File: src/pfe_pkg.sv
// Shared types and codes for the page-mode framebuffer pixel engine.
// Used by the front end, the command queue, the back end and the top level.
`timescale 1ns / 1ps
`default_nettype none

package pfe_pkg;

  // command codes on the cmd field
  localparam logic [2:0] CMD_DRAW   = 3'd0;
  localparam logic [2:0] CMD_GLYPH  = 3'd1;
  localparam logic [2:0] CMD_CURSOR = 3'd2;
  localparam logic [2:0] CMD_CLEAR  = 3'd3;
  localparam logic [2:0] CMD_READ   = 3'd4;

  // pixel codes on the color field
  localparam logic [1:0] PIX_OFF  = 2'd0;
  localparam logic [1:0] PIX_ON   = 2'd1;
  localparam logic [1:0] PIX_FLIP = 2'd2;

  localparam logic [7:0] CHAR_FIRST = 8'd32;
  localparam logic [7:0] CHAR_LAST  = 8'd126;

  // configuration register indexes and reset values
  localparam logic [1:0] REG_FONT_WIDTH  = 2'd0;
  localparam logic [1:0] REG_FONT_HEIGHT = 2'd1;
  localparam logic [4:0] FONT_WIDTH_RESET  = 5'd7;
  localparam logic [6:0] FONT_HEIGHT_RESET = 7'd10;

  localparam int QUEUE_DEPTH = 2;

  typedef enum logic [2:0] {
    OP_FAIL,
    OP_PLOT,
    OP_GLYPH,
    OP_CURSOR,
    OP_CLEAR,
    OP_READ
  } pfe_op_t;

  typedef struct packed {
    pfe_op_t     op;
    logic [7:0]  x;
    logic [6:0]  y;
    logic [1:0]  color;
    logic [15:0] row_bits;
    logic [5:0]  row_index;
  } pfe_entry_t;

  typedef struct packed {
    logic [4:0] font_width;
    logic [6:0] font_height;
  } pfe_cfg_t;

endpackage

`default_nettype wire

File: src/pfe_queue.sv
// Short command queue between the front end and the back end.
// Holds classified entries in order. Depends on pfe_pkg.
`timescale 1ns / 1ps
`default_nettype none

module pfe_queue (
  input  wire logic                clk,
  input  wire logic                rst,
  input  wire logic                push,
  input  wire pfe_pkg::pfe_entry_t push_entry,
  output logic                     full,
  output logic                     head_valid,
  output pfe_pkg::pfe_entry_t      head_entry,
  input  wire logic                pop
);
  import pfe_pkg::*;

  localparam int PTR_W = (QUEUE_DEPTH > 1) ? $clog2(QUEUE_DEPTH) : 1;
  localparam int CNT_W = $clog2(QUEUE_DEPTH + 1);
  localparam logic [PTR_W-1:0] PTR_LAST = PTR_W'(QUEUE_DEPTH - 1);

  pfe_entry_t       slots [QUEUE_DEPTH];
  logic [PTR_W-1:0] wr_ptr;
  logic [PTR_W-1:0] rd_ptr;
  logic [CNT_W-1:0] count;
  logic             do_pop;

  assign full       = count == CNT_W'(QUEUE_DEPTH);
  assign head_valid = count != '0;
  assign head_entry = slots[rd_ptr];
  assign do_pop     = pop && head_valid;

  always_ff @(posedge clk) begin
    if (push) begin
      slots[wr_ptr] <= push_entry;
    end
  end

  always_ff @(posedge clk) begin
    if (rst) begin
      wr_ptr <= '0;
      rd_ptr <= '0;
      count  <= '0;
    end else begin
      if (push) begin
        wr_ptr <= (wr_ptr == PTR_LAST) ? '0 : wr_ptr + PTR_W'(1);
      end
      if (do_pop) begin
        rd_ptr <= (rd_ptr == PTR_LAST) ? '0 : rd_ptr + PTR_W'(1);
      end
      if (push && !do_pop) begin
        count <= count + CNT_W'(1);
      end else if (!push && do_pop) begin
        count <= count - CNT_W'(1);
      end
    end
  end

endmodule

`default_nettype wire

File: config.mk
export PLATFORM = sky130hd
export DESIGN_NAME = pfe_queue
export DESIGN_NICKNAME = d
export VERILOG_FILES = /design/src/pfe_pkg.sv /design/src/pfe_queue.sv
export SDC_FILE = /design/constraint.sdc
export NUM_CORES = 1
export LEC_CHECK = 0
export BUFFER_PORTS_ARGS = -buffer_cell sky130_fd_sc_hd__buf_2
export CORE_ASPECT_RATIO = 0.8
export CORE_MARGIN = 2
export CORE_UTILIZATION = 45
export CTS_CLUSTER_SIZE = 24
export DETAILED_ROUTE_END_ITERATION = 10
export PLACE_DENSITY = 0.77
export SLEW_MARGIN = 20
export SYNTH_ARGS = -nofsm -noshare
export SYNTH_HDL_FRONTEND = slang
export SYNTH_SLANG_ARGS = --single-unit
File: constraint.sdc
create_clock -name clk -period 2.86 [get_ports clk]
set_input_delay 0.429 -clock clk [delete_from_list [all_inputs] [get_ports clk]]
set_output_delay 0.429 -clock clk [all_outputs]
set_load 0.05 [all_outputs]
==> impl_metrics.ini, run 1 <==
[outcome]
outcome = finished, final reports clean

[sta]
drv_slew = 0
max_freq_mhz = 447
period_share_pct = 78.1
setup_viol = 0
worst-slew-pin-transition_ns = 0.640
whs_ns = 0.267
finalHoldViolations = 0
slew_headroom_pct = 57.3
tns_ns = 0
finalCriticalPeriod_ns = 2.23
setup_ws_ns = 0.625
finClkSkew_ns = 0.00577
rsz0062_at_grt = no

[min_path]
hp-class = in -> reg
whs_path_depth = 1
hold_start = push_entry[41]
whs_endpoint = slots[0][41]

[finish]
antennaDiodeCount = 0
area_growth_pct = 26.4
drive_above_1_share_pct = 60.7
fin_nets = 299
final_cells = 344
final_core_utilization_pct = 59.1

[route]
dr.pass1.iters = 4
num_vias = 1672
wl_per_cell_um = 15.6
avgViaCountPerCell = 4.86
drt-total-wl_mm = 5.36
first_iter_violations = 29
drtAntennaViolNets = 0
remaining_drc_errors = 0

[yosys]
ys_ff_latch = 89
synth_cell_types = 16
yosysWarnings = 0
synth_area_um2 = 3240
syn_nets = 200
ys_seq_area_share_pct = 81.0
postSynthCellCount = 153
syn_area_per_cell_um2 = 21.2

[placement]
gp_congestion = 0.680
io_buffers = 89
dp_hpwl_mm = 3.71
dp_worst_setup_slack_ns = 0.984
placed_cells = 328

[worst_setup_path]
max_stage_delay_ns = 0.61
crit_path_cell_trace = buf_12, mux2_2, buf_2
slowest_stage = dfxtp_2
cp.required_ns = 2.43
reg2reg_from = wr_ptr
cp.depth = 3
worstSetupPathType = reg -> out
rr_worst_depth = 2
end_kind = primary output
critPathBufInv = 2
timing.rr.end = slots[1][34]
cp_top_family = flip-flops
start_kind = flip-flop
rrSetupSlack_ns = 1.26
crit_path_max_fanout = 26
crit_arrival_ns = 1.81

[die]
start_util_pct = 46.7
chipWidth_um = 98.8
ioPinCount = 90
die_h_um = 79.9
rows = 27
die_area_um2 = 7890
core_area_um2 = 6930

[pwr]
power.density_nw_per_um2 = 978
peakVddDrop_mv = 0.708
power_leakage_nw = 1.55

[global_routing]
grt_max_degree = 29
globalRouteTotalUtil_pct = 13.9
grt_pass1_wl_mm = 8.03
grt_pass1_vias = 1663
grt_overflow = 0
antenna_found_initial = 0

[cts]
path_clk_slew_ns = 0.08
hold_buffers = 0
clk_latency_ns = 0.34
post-cts-setup-buffer-count = 0
cts_tree = done
cts_resized = 0
ctsLongestPathBuffers = 2
root_buffer = clkbuf_8
clock_sinks = 89
cts_inserted_buffers = 9
cts_htree_levels = 3

[job]
drv_cap = 0
metrics by stage:
| stage | cell area [µm²] | total power (W) |
|---|---|---|
| after floorplan | 3240 | 0.00268 |
| after global placement | 3830 | 0.00294 |
| after detailed placement | 3830 | 0.00296 |
| after CTS | 4090 | 0.00405 |
| after global routing | 4090 | 0.00415 |
| final | 4090 | 0.00400 |
state kept, by name, summed over array words and instances (netlist names), named ones only:
register and cells:
slots 84, wr_ptr 1, rd_ptr 1, count 2
worst reg2reg max path, delay by kind of cell (launching register included):
kind          cells  cell delay, ns
simple gates      1            0.60
flops             1            0.41
buf+inv           1            0.31
cells by family (layout without fill, tap and decap cells):
| family | count (synthesis) | after routing | share of synthesized area, % |
|---|---|---|---|
| DFF | 89 | 89 | 81.0 |
| AOI/OAI and AO/OA | 3 | 3 | 0.464 |
| muxes | 42 | 42 | 14.6 |
| adders and majority gates | 1 | 1 | 0.386 |
| and+or+nand+nor | 9 | 9 | 1.51 |
| buffers and inverters | 5 | 109 | 0.927 |
| xor gates and xnor gates | 4 | 4 | 1.08 |
area by class of cell:
cell class	instances	area, µm²
Tap cell	87	109
Clock buffer	9	124
Sequential cell	89	2620
Clock inverter	7	141
Timing Repair Buffer	93	500
Multi-Input combinational cell	59	593
Fill cell	548	2830
routing by layer:
metal  share of wire, %  global-route usage [%]  vias to the layer above
met5                  0                       0                        -
met4                1.1                    3.97                        0
met3                8.4                    6.57                       10
met2                 45                    21.1                       69
met1                 45                    18.1                      798
li1                   -                       -                      795
synth_stat cells (all sizes together):
cell | instances | area share, %
nor2 | 4 | 0.46
mux2 | 42 | 15
a21oi | 1 | 0.15
nor2b | 1 | 0.19
or2 | 1 | 0.19
and2 | 1 | 0.19
and2b | 1 | 0.27
dfxtp | 5 | 3.1
o21ai | 2 | 0.31
xor2 | 3 | 0.81
buf | 5 | 0.93
or3 | 1 | 0.19
ha | 1 | 0.39
xnor2 | 1 | 0.27
edfxtp | 84 | 78
placed cells by master (no fill, tap or decap):
master	Yosys	routed
nor2b_4	0	1
clkbuf_8	0	9
dfxtp_2	0	1
buf_12	0	2
buf_2	3	89
or3_1	1	1
bufinv_16	0	4
nor2_1	4	4
xor2_1	3	3
ha_1	1	1
xnor2_1	1	1
mux2_2	42	42
inv_6	0	1
and2b_2	1	1
or2_2	1	1
edfxtp_1	84	84
o21ai_0	2	2
and2_2	0	1
clkinv_2	0	1
clkinvlp_4	0	1
a21oi_1	1	1
buf_4	2	2
dfxtp_1	5	4
how the worst max path moves through the flow:
stage / start / endpoint / slack (ns)
after floorplan: push / slots[0][0] / 0.11
after global placement: flip-flop / head_entry[23] / 1.01
after detailed placement: flip-flop / head_entry[15] / 0.98
after CTS: flip-flop / head_entry[15] / 0.59
after global routing: flip-flop / head_entry[0] / 0.54
final: flip-flop / head_entry[19] / 0.63
power by group:
part	internal [W]	leakage, nW	switching (W)
clock	0.000669	0.130	0.000414
sequential	0.00154	0.830	0.0000766
combinational	0.000405	0.591	0.000902
(Power assumes the default switching activity.)
==> run 2: changes to the inputs <==
Settings changed: PLACE_DENSITY 0.77 to 0.74.
Clock period 2.86 ns to 2.3 ns, I/O delays scaled along.
==> run 2 against run 1 <==
Net effect: wire length increased by 2.4%; utilization decreased by 1.0 points; hold slack got worse by 0.084 ns; register-to-register slack got worse by 0.49 ns; largest power group unchanged; critical endpoint is now head_entry[1]; setup slack got worse by 0.42 ns; total power increased by 16%; clock skew decreased by 0.00063 ns.
==> impl_metrics.ini, run 2 (synthesized netlist as in run 1, its figures left out) <==
[finish]
layout_common_cells = 89 x buf_2, 84 x edfxtp_1, 42 x mux2_2
fin_nets = 301
final_cells = 346
final_core_utilization_pct = 58.0
reg.largest.list = slots x84, count x2
area_growth_pct = 24.2
antennaDiodeCount = 0
drive_above_1_share_pct = 59.5
final_common_cell = buf_2
largest_reg_flops = 84
largest-register = slots

[global_routing]
grt_pass1_vias = 1783
globalRouteTotalUtil_pct = 14.8
grt_pass1_wl_mm = 8.56
grt_overflow = 0
antenna_found_initial = 0
grt_max_degree = 43

[cts]
path_clk_slew_ns = 0.08
ctsLongestPathBuffers = 2
root_buffer = clkbuf_8
cts_htree_levels = 3
post-cts-setup-buffer-count = 0
clock_sinks = 89
cts_resized = 0
clk_latency_ns = 0.34
cts_inserted_buffers = 9
cts_tree = done
hold_buffers = 0

[pwr]
combPwrFrac_pct = 35.7
swShare_pct = 36.9
p_total_w = 0.00464
power_leakage_nw = 1.52
power.density_nw_per_um2 = 1150
clock_power_share_pct = 21.1
power_frac_seq_pct = 43.2
internal-power_w = 0.00293
switchingPower_w = 0.00171
peakVddDrop_mv = 0.739

[min_path]
hp-class = in -> reg

[sta]
period_share_pct = 90.9
finClkSkew_ns = 0.00514
max_freq_mhz = 478
worst-slew-pin-transition_ns = 0.572
tns_ns = 0
finalCriticalPeriod_ns = 2.09
whs_ns = 0.183
finalHoldViolations = 0
rsz0062_at_grt = no
slew_headroom_pct = 61.9
setup_viol = 0
drv_slew = 0

[route]
num_vias = 1665
wl_per_cell_um = 15.8
drt-total-wl_mm = 5.48
remaining_drc_errors = 0
dr.pass1.iters = 4
first_iter_violations = 50
drtAntennaViolNets = 0
avgViaCountPerCell = 4.81

[die]
die_area_um2 = 7890
start_util_pct = 46.7
ioPinCount = 90
core_area_um2 = 6930
die_h_um = 79.9
rows = 27
chipWidth_um = 98.8

[placement]
dp_hpwl_mm = 3.67
placed_cells = 330
gp_congestion = 0.727
io_buffers = 89

[outcome]
outcome = finished, final reports clean

[worst_setup_path]
slowest_stage = dfxtp_2
crit_path_max_fanout = 18
max_stage_delay_ns = 0.59
critPathBufInv = 2
crit_arrival_ns = 1.75
cp.required_ns = 1.96
crit_path_cell_trace = buf_12, mux2_2, buf_2
end_kind = primary output
cp_top_family = flip-flops
start_kind = flip-flop
worstSetupPathType = reg -> out

[job]
drv_cap = 0
run 2: power by group through the flow:
| stage | Combinational, W | Sequential (W) | Clock [W] |
|---|---|---|---|
| global route | 0.00174 | 0.00202 | 0.00106 |
| global placement | 0.00165 | 0.00203 | 0 |
| detailed placement | 0.00166 | 0.00204 | 0 |
| finish | 0.00166 | 0.00200 | 0.000976 |
| floorplan | 0.00135 | 0.00198 | 0 |
| CTS | 0.00167 | 0.00201 | 0.00101 |
run 2: stage by stage:
step / setup slack (ns) / instance area (µm²)
global route: 0.125 / 4020
global placement: 0.593 / 3840
finish: 0.209 / 4020
floorplan: 0.416 / 3240
CTS: 0.169 / 4020
detailed placement: 0.572 / 3840
run 2: area by class of cell:
class / instances / area (µm²)
clock buffer: 12 / 135
tap: 87 / 109
multi-input combinational: 59 / 593
clock inverter: 4 / 43.8
sequential: 89 / 2620
timing repair buffer: 95 / 515
fill: 531 / 2910
run 2: path summary, 6_finish.rpt:
kind | from | end | slack (ns) | cells after the start
min | push_entry[30] | slots[1][30] | 0.18 | 1
min reg2reg | rd_ptr | rd_ptr | 0.52 | 2
max reg2reg | count[0] | count[1] | 0.77 | 4
max | flip-flop | head_entry[1] | 0.21 | 3
run 2: worst register-to-register path: cells and delay by family, from the launching register on:
family | cells | cell delay, ns
AO/OA/AOI/OAI | 2 | 0.42
adder cells (fa/ha/maj) | 1 | 0.33
flip-flops | 1 | 0.36
AND/OR/NAND/NOR | 1 | 0.35
run 2: routing by layer:
layer	share of wire, %	GRT usage [%]
met4	1.6	5.34
met3	9.4	6.48
met2	43	23.0
met1	46	18.6
met5	0	0
