**config.mk**
```make
export PLATFORM = sky130hd
export DESIGN_NAME = pfe_front
export DESIGN_NICKNAME = d
export VERILOG_FILES = /design/src/pfe_pkg.sv /design/src/pfe_front.sv
export SDC_FILE = /design/constraint.sdc
export NUM_CORES = 1
export LEC_CHECK = 0
export ABC_CLOCK_PERIOD_IN_PS = 1380
export BUFFER_PORTS_ARGS = -buffer_cell sky130_fd_sc_hd__buf_2
export CORE_MARGIN = 5
export CORE_UTILIZATION = 28
export DETAILED_ROUTE_END_ITERATION = 16
export GPL_ROUTABILITY_DRIVEN = 0
export GPL_TIMING_DRIVEN = 1
export PLACE_DENSITY = 0.95
export SLEW_MARGIN = 20
export SYNTH_ARGS = -nofsm -noshare
export SYNTH_HDL_FRONTEND = slang
export SYNTH_SLANG_ARGS = --single-unit
```
**constraint.sdc**
```tcl
create_clock -name vclk -period 1.38
set_clock_uncertainty 0.05 [all_clocks]
set_input_delay 0.069 -clock vclk [all_inputs]
set_output_delay 0.069 -clock vclk [all_outputs]
set_load 0.02 [all_outputs]
```
**src/pfe_pkg.sv**
```systemverilog
// Shared types and codes for the page-mode framebuffer pixel engine.
// Used by the front end, the command queue, the back end and the top level.
`timescale 1ns / 1ps
`default_nettype none

package pfe_pkg;

  // command codes on the cmd field
  localparam logic [2:0] CMD_DRAW   = 3'd0;
  localparam logic [2:0] CMD_GLYPH  = 3'd1;
  localparam logic [2:0] CMD_CURSOR = 3'd2;
  localparam logic [2:0] CMD_CLEAR  = 3'd3;
  localparam logic [2:0] CMD_READ   = 3'd4;

  // pixel codes on the color field
  localparam logic [1:0] PIX_OFF  = 2'd0;
  localparam logic [1:0] PIX_ON   = 2'd1;
  localparam logic [1:0] PIX_FLIP = 2'd2;

  localparam logic [7:0] CHAR_FIRST = 8'd32;
  localparam logic [7:0] CHAR_LAST  = 8'd126;

  // configuration register indexes and reset values
  localparam logic [1:0] REG_FONT_WIDTH  = 2'd0;
  localparam logic [1:0] REG_FONT_HEIGHT = 2'd1;
  localparam logic [4:0] FONT_WIDTH_RESET  = 5'd7;
  localparam logic [6:0] FONT_HEIGHT_RESET = 7'd10;

  localparam int QUEUE_DEPTH = 2;

  typedef enum logic [2:0] {
    OP_FAIL,
    OP_PLOT,
    OP_GLYPH,
    OP_CURSOR,
    OP_CLEAR,
    OP_READ
  } pfe_op_t;

  typedef struct packed {
    pfe_op_t     op;
    logic [7:0]  x;
    logic [6:0]  y;
    logic [1:0]  color;
    logic [15:0] row_bits;
    logic [5:0]  row_index;
  } pfe_entry_t;

  typedef struct packed {
    logic [4:0] font_width;
    logic [6:0] font_height;
  } pfe_cfg_t;

endpackage

`default_nettype wire

```
**src/pfe_front.sv**
```systemverilog
// Front end: accepts input transactions and classifies each into a queue entry.
// Checks bounds, glyph code range and glyph row index. Depends on pfe_pkg.
`timescale 1ns / 1ps
`default_nettype none

module pfe_front #(
  parameter int WIDTH  = 128,
  parameter int HEIGHT = 64
) (
  input  wire logic              in_valid,
  output logic                   in_stall,
  input  wire logic [2:0]        cmd,
  input  wire logic [7:0]        x,
  input  wire logic [6:0]        y,
  input  wire logic [1:0]        color,
  input  wire logic [7:0]        char_code,
  input  wire logic [15:0]       row_bits,
  input  wire logic [5:0]        row_index,
  input  wire pfe_pkg::pfe_cfg_t cfg,
  input  wire logic              q_full,
  input  wire logic              init_busy,
  output logic                   push,
  output pfe_pkg::pfe_entry_t    push_entry
);
  import pfe_pkg::*;

  logic x_ok;
  logic y_ok;
  logic char_ok;
  logic row_ok;

  assign x_ok    = {1'b0, x} < 9'(WIDTH);
  assign y_ok    = {1'b0, y} < 8'(HEIGHT);
  assign char_ok = (char_code >= CHAR_FIRST) && (char_code <= CHAR_LAST);
  assign row_ok  = {1'b0, row_index} < cfg.font_height;

  // nothing is taken while the queue is full or the store is being wiped after reset
  assign in_stall = q_full || init_busy;
  assign push     = in_valid && !in_stall;

  always_comb begin
    push_entry.x         = x;
    push_entry.y         = y;
    push_entry.color     = color;
    push_entry.row_bits  = row_bits;
    push_entry.row_index = row_index;
    case (cmd)
      CMD_DRAW:   push_entry.op = (x_ok && y_ok) ? OP_PLOT : OP_FAIL;
      CMD_GLYPH:  push_entry.op = (char_ok && row_ok) ? OP_GLYPH : OP_FAIL;
      CMD_CURSOR: push_entry.op = (x_ok && y_ok) ? OP_CURSOR : OP_FAIL;
      CMD_CLEAR:  push_entry.op = OP_CLEAR;
      CMD_READ:   push_entry.op = (x_ok && y_ok) ? OP_READ : OP_FAIL;
      default:    push_entry.op = OP_FAIL;
    endcase
  end

endmodule

`default_nettype wire

```
==> reports/qor.txt, run 1 <==
status: finished clean
IO Port Bufs: 42
final WL: 1.116 mm
fin crit share: 92.51%
internal power: 0.06778 mW
Pwr Total: 0.1370 mW
Top Ports: 109
HPWL Detailed: 1.014 mm
commonest non-fill, non-tap cell in the layout: buf_2
Post-CTS Setup Bufs: 0
n_diodes: 0
post-synth design cell area: 524.3 µm²
final setup fails: 0
kind of critical path: primary input to output port
VDD IR-drop max: 0.1098 mV
Max Freq: 783.3 MHz
Site Rows: 15
vias per cell: 4.208
pwr dens: 280.7 nW/µm²
routed len/inst: 11.05 µm
CTS Hold Bufs: 0
die height: 53.27 µm
Slew HR: 81.51%
vias in the first global route: 393
initial antenna violation count: 0
core area: 1745 µm²
unrepaired setup endpoints after global routing: no
Final Hold Fails: 0
clock buffer count: 0
CP required: 1260 ps
Area Overhead vs Synth: -6.921%
Worst setup EP type: output port
worst-path fanout max: 2
post-synthesis cell count: 73
crit start category: primary input
Congestion Overflow GR: 0
setup TNS: 0 ps
Max Cap Viol: 0
Initial Util: 30.04%
GRT Overall Usage: 6.330%
Non-Filler Instances: 101
worst min path class: primary input to output port
drc violations: 0
Initial DRC Count: 2
Ys Warns: 0
clock power share: 0%
largest net degree at the start of global routing: 6
Final Critical Period: 1277 ps
Synth cell types: 18
First-pass DRT Iterations: 2
Post-Syn Nets: 143
Sequential cell area: 0 µm²
Seq pwr share: 0%
Slew @ Worst Pin: 273.4 ps
placed insts: 101
Final Max Tran Viols: 0
flip-flop and latch count: 0
Seq/Total Area, Yosys: 0%
Data arrival, critical path: 1160 ps
most frequent cells in the layout: buf_2, inv_1, a21oi_1, ha_1
Routed Antenna Nets: 0
die area: 2838 µm²
Avg Inst Size Synth: 7.182 µm²
Gate power share: 100.0%
cell leakage power: 0.2921 nW
fraction of layout cells with a size suffix above 1: 60.53%
Sw Ratio: 50.52%
switching pwr: 0.06920 mW
first-pass GRT wire length: 1.435 mm
final-stage net count: 148
Die W: 53.27 µm
DR vias: 425
## kinds of logic after synthesis
logic type,synth area share [%]
adder cells (fa/ha/maj),11.93
buffers and inverters,60.86
AO/OA/AOI/OAI,9.547
AND/OR/NAND/NOR,17.66
## layout make-up
type,count,area (µm²)
Fill cell,197,1257
Tap cell,25,31.28
Inverter,7,26.28
Timing Repair Buffer,42,212.7
Multi-Input combinational cell,27,217.7
## cells in the mapped netlist
master,instances,area share (%)
buf_4,39,56
nand2_1,1,0.72
nor2_1,2,1.4
ha_1,5,12
inv_1,7,5.0
or3_4,1,2.1
nor4b_1,1,1.7
a21oi_1,4,3.8
a21o_1,1,1.4
nand4_1,1,1.2
nand3b_1,1,1.4
a31oi_1,2,2.4
o21ai_0,2,1.9
and4_1,1,1.7
or2_2,1,1.2
nor3b_2,1,2.4
nor3b_1,1,1.4
nand2b_1,2,2.4
## per-stage QoR
stage          setup slack (ps)  hold WS (ps)  cell area (µm²)  util (%)
4_1_cts                   23.94         88.14            473.0     27.10
5_1_grt                   11.13         88.03            488.0     27.96
3_5_place_dp              27.68         88.14            473.0     27.10
3_3_place_gp              43.06         88.14            473.0     27.10
2_1_floorplan             162.3         200.6            524.3         -
6_report                  103.3         88.01            488.0     27.96
## path summary, 6_finish.rpt
kind	end	from	slack, ps	cells past startpoint
worst max-delay path	push_entry[40]	cfg[2]	100	8
worst min-delay path	push_entry[15]	row_bits[9]	90	0
## power groups by stage
stage | Clock (mW) | Combinational (mW) | Sequential (mW)
finish | 0 | 0.137 | 0
CTS | 0 | 0.134 | 0
global placement | 0 | 0.130 | 0
detailed placement | 0 | 0.133 | 0
global route | 0 | 0.154 | 0
floorplan | 0 | 0.211 | 0
## worst max-delay path, cell delays in order
cell and delay [ps]:
buf_2 90, inv_1 80, ha_4 200, a21o_1 170, a31oi_1 140, o21ai_1 90
a21oi_1 160, buf_4 160
## repair_timing
item,4_1_cts,5_1_grt
hold endpoints to repair,0,0
gates resized for setup,0,3
endpoints found under the setup margin,0,1
## per-layer routing
| metal | vias up | global-route usage, % | share of wire [%] |
|---|---|---|---|
| li1 | 207 | - | - |
| met1 | 173 | 5.667 | 29 |
| met2 | 41 | 12.86 | 46 |
| met3 | 4 | 1.972 | 22 |
| met4 | 0 | 2.128 | 2.4 |
| met5 | - | 0 | 0 |
(Power assumes the default switching activity.)
==> run 2: changes to the inputs <==
--- a/config.mk
+++ b/config.mk
@@ -9,4 +9,6 @@
 export BUFFER_PORTS_ARGS = -buffer_cell sky130_fd_sc_hd__buf_2
+export CELL_PAD_IN_SITES_DETAIL_PLACEMENT = 1
+export CELL_PAD_IN_SITES_GLOBAL_PLACEMENT = 1
 export CORE_MARGIN = 5
-export CORE_UTILIZATION = 28
+export CORE_UTILIZATION = 15
 export DETAILED_ROUTE_END_ITERATION = 16
@@ -15,2 +17,3 @@
 export PLACE_DENSITY = 0.95
+export SKIP_LAST_GASP = 1
 export SLEW_MARGIN = 20
--- a/constraint.sdc
+++ b/constraint.sdc
@@ -4,2 +4,2 @@
 set_output_delay 0.069 -clock vclk [all_outputs]
-set_load 0.02 [all_outputs]
+set_load 0.05 [all_outputs]
==> reports/qor.txt, run 2 (synthesis gave the netlist of run 1 again) <==
Data arrival, critical path: 1200 ps (was 1160 ps)
final core occ: 16.26% (was 27.96%)
core area: 3363 µm² (was 1745 µm²)
Congestion Overflow GR: 0 (unchanged)
status: finished clean (unchanged)
die height: 69.12 µm (was 53.27 µm)
Final Max Tran Viols: 0 (unchanged)
Max Freq: 757.8 MHz (was 783.3 MHz)
DP Area: 518.0 µm² (was 473.0 µm²)
drc violations: 0 (unchanged)
Initial Util: 15.59% (was 30.04%)
First-pass DRT Iterations: 2 (unchanged)
Top Ports: 109 (unchanged)
fraction of layout cells with a size suffix above 1: 64.94% (was 60.53%)
Slew HR: 75.65% (was 81.51%)
DR vias: 437 (was 425)
Routed Antenna Nets: 0 (unchanged)
final setup fails: 0 (unchanged)
most frequent cells in the layout: buf_2, inv_1, ha_1 (was buf_2, inv_1, a21oi_1, ha_1)
CP peak stage delay: 200 ps (about the same)
crit start category: primary input (unchanged)
worst-path fanout max: 2 (unchanged)
unrepaired setup endpoints after global routing: no (unchanged)
Final Critical Period: 1320 ps (was 1277 ps)
Worst setup EP type: output port (unchanged)
Die W: 69.12 µm (was 53.27 µm)
worst min path class: primary input to output port (unchanged)
HPWL Detailed: 1.115 mm (was 1.014 mm)
Crit. Startpoint: cfg[2] (unchanged)
Site Rows: 21 (was 15)
fin area: 546.8 µm² (was 488.0 µm²)
pwr dens: 358.2 nW/µm² (was 280.7 nW/µm²)
setup TNS: 0 ps (unchanged)
Sequential cell area: 0 µm² (unchanged)
Area Overhead vs Synth: 4.296% (was -6.921%)
hold_sp: row_bits[12] (was row_bits[9])
fin crit share: 95.63% (was 92.51%)
final WL: 1.216 mm (was 1.116 mm)
IO Port Bufs: 42 (unchanged)
Final Hold Fails: 0 (unchanged)
critical-path cell list: buf_2 -> inv_1 -> ha_4 -> a21o_1 -> a31oi_2 -> o21ai_2 -> a21oi_4 -> buf_6 (was buf_2 -> inv_1 -> ha_4 -> a21o_1 -> a31oi_1 -> o21ai_1 -> a21oi_1 -> buf_4)
GRT Overall Usage: 4.426% (was 6.330%)
Slew @ Worst Pin: 364.5 ps (was 273.4 ps)
Max Cap Viol: 0 (unchanged)
pre-CTS setup slack: -202.3 ps (was 27.68 ps)
Non-Filler Instances: 123 (was 101)
Setup WS post-layout: 60.34 ps (was 103.3 ps)
Crit-path slowest cell: ha_4 (unchanged)
vias in the first global route: 439 (was 393)
placed insts: 123 (was 101)
die area: 4778 µm² (was 2838 µm²)
commonest non-fill, non-tap cell in the layout: buf_2 (unchanged)
n_diodes: 0 (unchanged)
largest net degree at the start of global routing: 6 (unchanged)
Initial DRC Count: 19 (was 2)
flip-flop and latch count: 0 (unchanged)
initial antenna violation count: 0 (unchanged)
CP required: 1260 ps (about the same)
vias per cell: 3.553 (was 4.208)
first-pass GRT wire length: 1.897 mm (was 1.435 mm)
final-stage net count: 149 (was 148)
CTS Hold Bufs: 0 (unchanged)
routed len/inst: 9.886 µm (was 11.05 µm)
cell leakage power: 0.3003 nW (was 0.2921 nW)
clock buffer count: 0 (unchanged)
kind of critical path: primary input to output port (unchanged)
VDD IR-drop max: 0.05885 mV (was 0.1098 mV)
-- run 2: changes by cell type in the layout (fill, tap and decap cells not counted), sizes merged --
cell | previous run | this run
buf | 42 | 43
-- run 2: what timing repair did --
| item | CTS | global route |
|---|---|---|
| resized for setup | 5 | 1 |
| pin swaps | 1 | 1 |
| buffers inserted | 0 | 0 |
| setup endpoints to repair | 1 | 1 |
-- run 2: cell type report --
| type | count | area [µm²] |
|---|---|---|
| Tap cell | 46 | 57.56 |
| Multi-Input combinational cell | 27 | 239.0 |
| Timing Repair Buffer | 43 | 224.0 |
| Inverter | 7 | 26.28 |
| Fill cell | 438 | 2816 |
-- run 2: through the flow --
step | power (mW) | hold WS [ps]
2_1_floorplan | 0.3706 | 255.1
3_3_place_gp | 0.1826 | 88.34
3_5_place_dp | 0.1868 | 88.34
4_1_cts | 0.1954 | 88.34
5_1_grt | 0.2129 | 88.06
6_report | 0.1959 | 88.01
-- run 2: layer usage --
metal | GRT usage, % | vias up | part of all wire, %
met5 | 0 | - | 0
met1 | 4.134 | 198 | 32
met3 | 1.453 | 6 | 11
met2 | 8.792 | 25 | 55
met4 | 1.518 | 0 | 1.2
li1 | - | 208 | -
-- run 2: power breakdown --
group          total [mW]  switching (mW)  internal (mW)
combinational       0.196           0.121         0.0746
sequential              0               0              0
clock                   0               0              0
-- run 2: path summary, 6_finish.rpt --
path              cells after the start        endpoint  slack (ps)
setup / recovery                      8  push_entry[40]          60
hold / removal                        0  push_entry[18]          90
-- run 2: critical path: cells and delay by family --
kind / cells / cell delay [ps]
AO/OA/AOI/OAI: 4 / 580
adder cells (fa/ha/maj): 1 / 200
buffers and inverters: 3 / 340
